===== src/rtl/bgr_pkg.sv =====
`default_nettype none

package bgr_pkg;

    localparam int DATA_WIDTH_DEF = 32;
    localparam int FRAC_BITS      = 24;
    localparam int NUM_ENT        = 9;
    localparam logic [3:0] LAST_IDX = 4'd8;

    typedef enum logic [2:0] {
        SEL_P0,
        SEL_P1,
        SEL_P2,
        SEL_CA,
        SEL_CB,
        SEL_DET
    } t_sel;

    typedef enum logic [1:0] {
        AOP_NONE,
        AOP_LOAD,
        AOP_ADD,
        AOP_SUB
    } t_aop;

    typedef enum logic [1:0] {
        OM_PROD,
        OM_PASS,
        OM_SING
    } t_omode;

    typedef struct packed {
        t_sel       sel;
        t_aop       aop;
        logic       load_in;
        logic       inv_ident;
        logic       cof_wr;
        logic       det_wr;
        logic       div_start;
        logic [3:0] div_idx;
        logic       out_load;
        t_omode     omode;
    } t_cmd;

    typedef struct packed {
        logic det_zero;
        logic div_done;
        logic out_busy;
    } t_sts;

    // cofactor k = +/- (g[A]*g[B] - g[C]*g[D])
    localparam logic [3:0] COF_A [NUM_ENT] = '{4'd4, 4'd3, 4'd3, 4'd1, 4'd0, 4'd0, 4'd1, 4'd0, 4'd0};
    localparam logic [3:0] COF_B [NUM_ENT] = '{4'd8, 4'd8, 4'd7, 4'd8, 4'd8, 4'd7, 4'd5, 4'd5, 4'd4};
    localparam logic [3:0] COF_C [NUM_ENT] = '{4'd5, 4'd5, 4'd4, 4'd2, 4'd2, 4'd1, 4'd2, 4'd2, 4'd1};
    localparam logic [3:0] COF_D [NUM_ENT] = '{4'd7, 4'd6, 4'd6, 4'd7, 4'd6, 4'd6, 4'd4, 4'd3, 4'd3};
    localparam logic       COF_NEG [NUM_ENT] = '{1'b0, 1'b1, 1'b0, 1'b1, 1'b0, 1'b1, 1'b0, 1'b1, 1'b0};

    // inverse entry i takes the transposed cofactor
    localparam logic [3:0] TRANS [NUM_ENT] = '{4'd0, 4'd3, 4'd6, 4'd1, 4'd4, 4'd7, 4'd2, 4'd5, 4'd8};

endpackage

`default_nettype wire


===== src/rtl/bgr_ctrl.sv =====
`default_nettype none

module bgr_ctrl (
    input  wire logic          i_clk,
    input  wire logic          i_rst_n,
    input  wire logic          i_valid,
    input  wire logic          i_op,
    output logic               o_stall,
    input  wire logic          i_cfg_valid,
    input  wire logic          i_cfg_data,
    output bgr_pkg::t_cmd      o_cmd,
    input  wire bgr_pkg::t_sts i_sts
);

    typedef enum logic [3:0] {
        ST_IDLE,
        ST_PR0,
        ST_PR1,
        ST_PR2,
        ST_PRW,
        ST_CA,
        ST_CB,
        ST_CW,
        ST_CFIN,
        ST_DM,
        ST_DW,
        ST_DWR,
        ST_DCHK,
        ST_DSTART,
        ST_DWAIT,
        ST_OUT
    } t_state;

    t_state           r_state, n_state;
    logic             r_captured, n_captured;
    logic             r_pass;
    logic [3:0]       r_idx, n_idx;
    bgr_pkg::t_omode  r_omode, n_omode;
    logic             in_acc;

    assign in_acc  = i_valid && (r_state == ST_IDLE);
    assign o_stall = (r_state != ST_IDLE);

    always_comb begin
        n_state    = r_state;
        n_captured = r_captured;
        n_idx      = r_idx;
        n_omode    = r_omode;
        o_cmd           = '0;
        o_cmd.sel       = bgr_pkg::SEL_P0;
        o_cmd.aop       = bgr_pkg::AOP_NONE;
        o_cmd.omode     = r_omode;
        o_cmd.div_idx   = r_idx;
        case (r_state)
            ST_IDLE: begin
                if (in_acc) begin
                    o_cmd.load_in = 1'b1;
                    if (i_op) begin
                        o_cmd.inv_ident = 1'b1;
                        n_captured      = 1'b0;
                    end else if (r_pass) begin
                        n_omode = bgr_pkg::OM_PASS;
                        n_state = ST_OUT;
                    end else if (r_captured) begin
                        n_state = ST_PR0;
                    end else begin
                        n_state = ST_CA;
                    end
                end
            end
            ST_PR0: begin
                o_cmd.sel = bgr_pkg::SEL_P0;
                o_cmd.aop = bgr_pkg::AOP_LOAD;
                n_state   = ST_PR1;
            end
            ST_PR1: begin
                o_cmd.sel = bgr_pkg::SEL_P1;
                o_cmd.aop = bgr_pkg::AOP_ADD;
                n_state   = ST_PR2;
            end
            ST_PR2: begin
                o_cmd.sel = bgr_pkg::SEL_P2;
                o_cmd.aop = bgr_pkg::AOP_ADD;
                n_state   = ST_PRW;
            end
            ST_PRW: begin
                n_omode = bgr_pkg::OM_PROD;
                n_state = ST_OUT;
            end
            ST_CA: begin
                o_cmd.sel = bgr_pkg::SEL_CA;
                o_cmd.aop = bgr_pkg::AOP_LOAD;
                n_state   = ST_CB;
            end
            ST_CB: begin
                o_cmd.sel = bgr_pkg::SEL_CB;
                o_cmd.aop = bgr_pkg::AOP_SUB;
                n_state   = ST_CW;
            end
            ST_CW: begin
                n_state = ST_CFIN;
            end
            ST_CFIN: begin
                o_cmd.cof_wr = 1'b1;
                n_state      = ST_DM;
            end
            ST_DM: begin
                o_cmd.sel = bgr_pkg::SEL_DET;
                o_cmd.aop = bgr_pkg::AOP_LOAD;
                n_state   = ST_DW;
            end
            ST_DW: begin
                n_state = ST_DWR;
            end
            ST_DWR: begin
                o_cmd.det_wr = 1'b1;
                n_state      = ST_DCHK;
            end
            ST_DCHK: begin
                if (i_sts.det_zero) begin
                    n_omode = bgr_pkg::OM_SING;
                    n_state = ST_OUT;
                end else begin
                    n_idx   = '0;
                    n_state = ST_DSTART;
                end
            end
            ST_DSTART: begin
                o_cmd.div_start = 1'b1;
                n_state         = ST_DWAIT;
            end
            ST_DWAIT: begin
                if (i_sts.div_done) begin
                    if (r_idx == bgr_pkg::LAST_IDX) begin
                        n_captured = 1'b1;
                        n_state    = ST_PR0;
                    end else begin
                        n_idx   = r_idx + 4'd1;
                        n_state = ST_DSTART;
                    end
                end
            end
            ST_OUT: begin
                if (!i_sts.out_busy) begin
                    o_cmd.out_load = 1'b1;
                    n_state        = ST_IDLE;
                end
            end
            default: begin
                n_state = ST_IDLE;
            end
        endcase
    end

    always_ff @(posedge i_clk) begin
        if (!i_rst_n) begin
            r_state    <= ST_IDLE;
            r_captured <= 1'b0;
            r_pass     <= 1'b0;
            r_idx      <= '0;
            r_omode    <= bgr_pkg::OM_PROD;
        end else begin
            r_state    <= n_state;
            r_captured <= n_captured;
            r_idx      <= n_idx;
            r_omode    <= n_omode;
            if (i_cfg_valid) begin
                r_pass <= i_cfg_data;
            end
        end
    end

    a_capture_after_div: assert property (@(posedge i_clk) disable iff (!i_rst_n)
        $rose(r_captured) |-> $past(r_state) == ST_DWAIT)
        else $error("capture armed outside the inverse phase");

    a_no_overwrite: assert property (@(posedge i_clk) disable iff (!i_rst_n)
        o_cmd.out_load |-> !i_sts.out_busy)
        else $error("result register loaded while held");

    a_singular_pending: assert property (@(posedge i_clk) disable iff (!i_rst_n)
        (r_state == ST_DCHK && i_sts.det_zero) |=> (r_state == ST_OUT && !r_captured))
        else $error("singular birth gradient armed capture");

endmodule

`default_nettype wire


===== config.mk =====
export PLATFORM = sky130hd
export DESIGN_NAME = bgr_ctrl
export DESIGN_NICKNAME = d
export VERILOG_FILES = /design/src/rtl/bgr_pkg.sv /design/src/rtl/bgr_ctrl.sv
export SDC_FILE = /design/constraint.sdc
export NUM_CORES = 1
export LEC_CHECK = 0
export ABC_AREA = 1
export ABC_CLOCK_PERIOD_IN_PS = 1330
export BUFFER_PORTS_ARGS = -buffer_cell sky130_fd_sc_hd__buf_2
export CAP_MARGIN = 20
export CORE_MARGIN = 2
export CORE_UTILIZATION = 45
export CTS_CLUSTER_DIAMETER = 40
export DETAILED_ROUTE_END_ITERATION = 12
export GPL_ROUTABILITY_DRIVEN = 0
export HOLD_SLACK_MARGIN = 0.15
export PLACE_DENSITY = 0.82
export SYNTH_ARGS = -nofsm -noshare
export SYNTH_HDL_FRONTEND = slang
export SYNTH_SLANG_ARGS = --single-unit

===== constraint.sdc =====
create_clock -name i_clk -period 1.33 [get_ports i_clk]
set_clock_uncertainty 0.2 [all_clocks]
set_input_delay 0.1995 -clock i_clk [delete_from_list [all_inputs] [get_ports i_clk]]
set_output_delay 0.1995 -clock i_clk [all_outputs]
set_load 0.02 [all_outputs]

==> run metrics, run 1 <==
outcome aborted with a tool error; Failed at global routing; Error [ERROR DPL-0038] Utilization greater than 100%, impossible to legalize; Die Ht 48.3 µm; YS warnings 0; syn nets 155; Synth area leaders dfxtp_1, nand2_1, nor2_1, nand3_1, inv_1; Post-DP Area 0.00137 mm²; Netlist cell types 24; count of input and output buffers 26; clk root buf clkbuf_4; Placed Instances 227; post-synthesis async set-or-reset flop share 0%; largest net degree at the start of global routing 8; post-synth top area cell dfxtp_1; Worst EP post-GRT repair o_cmd[14]; clk sink count 12; number of flops mapped to enable cells by yosys 0; Inserted Clock Buffers 3; Worst EP Category primary output; commonest cells in the netlist nand2_1, nor2_1, inv_1, dfxtp_1, nand3_1; Final HPWL DP 2.36 mm; die width 48.3 µm; Post-synth top flop dfxtp_1; number of cell rows 16; clock buffer depth 2; Initial Utilization 46.4%; synthesized area per cell 6.13 µm²; Post-Syn Area 882 µm²; Syn Inst Count 144; Seq/Total Area, Yosys 27.2%; H-tree levels 1; Ports 27; post-synth top area share 27.2%; Setup WS pre-CTS -0.357 ns; Synth Register Bits 12; count leader, synth nand2_1
## cell families after synthesis
group / synth area share, %
flops: 27.2
simple gates: 45.3
buf+inv: 11.8
fa+ha+maj: 2.84
compound gates: 11.9
xor+xnor: 0.993
## per-stage QoR
stage	util, %	TNS, ns	hold slack [ns]
2_1_floorplan	-	-0.640	0.112
3_3_place_gp	72.2	-4.10	0.225
3_5_place_dp	72.2	-5.45	0.244
4_1_cts	91.1	-6.15	0.0503
## repair_timing
action / CTS
resized for setup: 59
pin swaps: 16
hold buffers: 4
endpoints found under the setup margin: 24
endpoints found under the hold margin: 9
buffers inserted: 13
==> run 2, diff against run 1 <==
==> config.mk (replaced) <==
export PLATFORM = sky130hd
export DESIGN_NAME = bgr_ctrl
export DESIGN_NICKNAME = d
export VERILOG_FILES = /design/src/rtl/bgr_pkg.sv /design/src/rtl/bgr_ctrl.sv
export SDC_FILE = /design/constraint.sdc
export NUM_CORES = 1
export LEC_CHECK = 0
export ABC_AREA = 1
export ABC_CLOCK_PERIOD_IN_PS = 1730
export BUFFER_PORTS_ARGS = -buffer_cell sky130_fd_sc_hd__buf_2
export CAP_MARGIN = 20
export CORE_AREA = 2 2 63 65
export DETAILED_ROUTE_END_ITERATION = 12
export DIE_AREA = 0 0 65 67
export GPL_ROUTABILITY_DRIVEN = 0
export PLACE_DENSITY_LB_ADDON = 0.15
export SYNTH_ARGS = -nofsm -noshare
export SYNTH_HDL_FRONTEND = slang
export SYNTH_SLANG_ARGS = --single-unit
==> constraint.sdc (replaced) <==
create_clock -name i_clk -period 1.73 [get_ports i_clk]
set_clock_uncertainty 0.2 [all_clocks]
set_input_delay 0.2595 -clock i_clk [delete_from_list [all_inputs] [get_ports i_clk]]
set_output_delay 0.2595 -clock i_clk [all_outputs]
set_load 0.02 [all_outputs]
==> run metrics, run 2 <==
drt total wl 2.70 mm; unrepaired setup endpoints after global routing true; clk root buf clkbuf_8; Fmax 584 MHz; count leader, synth nand2_1; Seq/Total Area, Yosys 27.2%; part of the cycle the worst path needs 99.0%; count of input and output buffers 26; core region area 0.00361 mm²; Area Growth Syn to Fin 47.7%; Total Nets Final 194; Final Setup Violations 0; Worst slew margin 82.2%; Worst EP arrival 1.25 ns; clk sink count 12; clock buffer depth 2; number of flops mapped to enable cells by yosys 0; Netlist cell types 24; P per Cell Area 1570 mW/mm²; crit path max fanout 6; post-synth top area cell dfxtp_1; Reg2Reg Depth 10; LEAKAGE 0.640 nW; share of layout cells above drive strength 1 42.3%; Inserted Clock Buffers 3; register area 255 µm²; post-synth top area share 27.2%; initial antenna violation count 0; fin util 36.1%; HP Class in -> reg; WL/cell 11.7 µm; Synth area leaders dfxtp_1, nand2_1, nor2_1, nand3_1, inv_1; die area 0.00436 mm²; hold buffers post-CTS 0; Syn Inst Count 144; CP Launch Type flop; syn nets 155; WS Path Type reg -> out; largest net degree at the start of global routing 8; Fin. Hold Viols 0; synthesized area per cell 6.13 µm²; Die Ht 67 µm; Synth Register Bits 12; pin slew with the least headroom to its limit 0.267 ns; outcome finished clean; commonest cells in the netlist nand2_1, nor2_1, inv_1, dfxtp_1, nand3_1; hold depth 3; Worst setup EP type primary output; CTS tree done; Post-synth top flop dfxtp_1; Finished Cell Area 0.00130 mm²; # diodes 0; H-tree levels 1; critical path data required time 1.27 ns; Worst-Skew Late Latency 0.24 ns; antenna viol nets, final 0; min Tclk post-route 1.71 ns; Vias per Instance 4.61; die width 65 µm; Ports 27; first-pass GRT wire length 4.39 mm; Fill cells 394; most common cell after layout, fill and taps aside nand2_1; fin. max-slew vios 0; biggest regs r_idx: 4 flops, r_state: 4 flops, r_omode: 2 flops; area occupied by multi-input gates 618 µm²; Peak VDD IR 0.707 mV; Initial Utilization 24.5%; most frequent cells in the layout nand2_1, buf_2, nor2_1, inv_1, buf_4; YS warnings 0; Post-Syn Area 882 µm²; via count 1,060; Residual DRC 0; number of cell rows 22; number of global-route vias before repair 972; Starting DRT DRC Count 43; DR pass1 iterations 4; all-layer global routing usage 13.4%; Clk pin slew, worst setup/hold paths 0.06 ns; GR Overflow Total 0; Final HPWL DP 2.00 mm; Post-DP Area 0.00109 mm²; post-synthesis async set-or-reset flop share 0%; maxcap violations 0; Fin Hold WS 0.0444 ns
[run 2: timing repair]
| item | in CTS | in global routing |
|---|---|---|
| resized for setup | 16 | 28 |
| pin swaps | 1 | 6 |
| setup buffers | 1 | 4 |
| setup endpoints to repair | 11 | 11 |
| gates cloned | 0 | 0 |
[run 2: area by class of cell]
class                      count  share of cell area (%)
timing repair buffer          36                    17.1
inverter                      21                    7.01
clock buffer                   4                    4.23
multi-input combinational    109                    47.5
sequential                    12                    19.6
tap                           48                    4.61
[run 2: metal layers]
metal	wire, µm	global-route usage (%)
met1	1200	16.5
met2	1340	21.8
met3	134	3.89
met4	23	5.59
met5	0	0
[run 2: metrics by stage]
stage / std cells / setup TNS [ns] / setup slack (ns) / power (mW)
2_1_floorplan: 144 / 0 / 0.0811 / 1.14
3_5_place_dp: 222 / 0 / 0.0736 / 1.40
4_1_cts: 227 / -0.0194 / -0.00971 / 1.83
5_1_grt: 230 / -0.0803 / -0.0327 / 2.22
6_report: 230 / 0 / 0.0177 / 2.05
3_3_place_gp: 222 / 0 / 0.0759 / 1.41
[run 2: report_power, final]
| group | switching (mW) | total [mW] | internal (mW) |
|---|---|---|---|
| registers | 0.122 | 0.482 | 0.360 |
| clock network | 0.115 | 0.317 | 0.202 |
| logic | 0.748 | 1.25 | 0.498 |
[run 2: critical path, cell delays in order, from the launching register on]
cell and delay, ns:
dfxtp_4 0.41, inv_8 0.06, buf_4 0.13, a211oi_2 0.23, buf_4 0.18
[run 2: cell families (layout without fill, tap and decap cells)]
group	Yosys count	in the layout	share of synthesized area, %
DFF	12	12	27.2
AOI/OAI and AO/OA	19	19	11.9
adders and majority gates	2	2	2.84
and+or+nand+nor	87	87	45.3
buffers and inverters	23	61	11.8
xor gates and xnor gates	1	1	0.993
[run 2: final timing paths]
check	start	to	slack [ns]
min	i_cfg_data	r_pass$_SDFFE_PN0P_	0.04
min reg2reg	r_omode[1]$_SDFFE_PN0P_	r_omode[1]$_SDFFE_PN0P_	0.28
max	r_state[0]$_SDFFE_PN0P_	o_cmd[12]	0.02
max reg2reg	r_state[0]$_SDFFE_PN0P_	r_idx[1]$_SDFFE_PN0P_	0.16
Power figures use the tool's default switching activity.
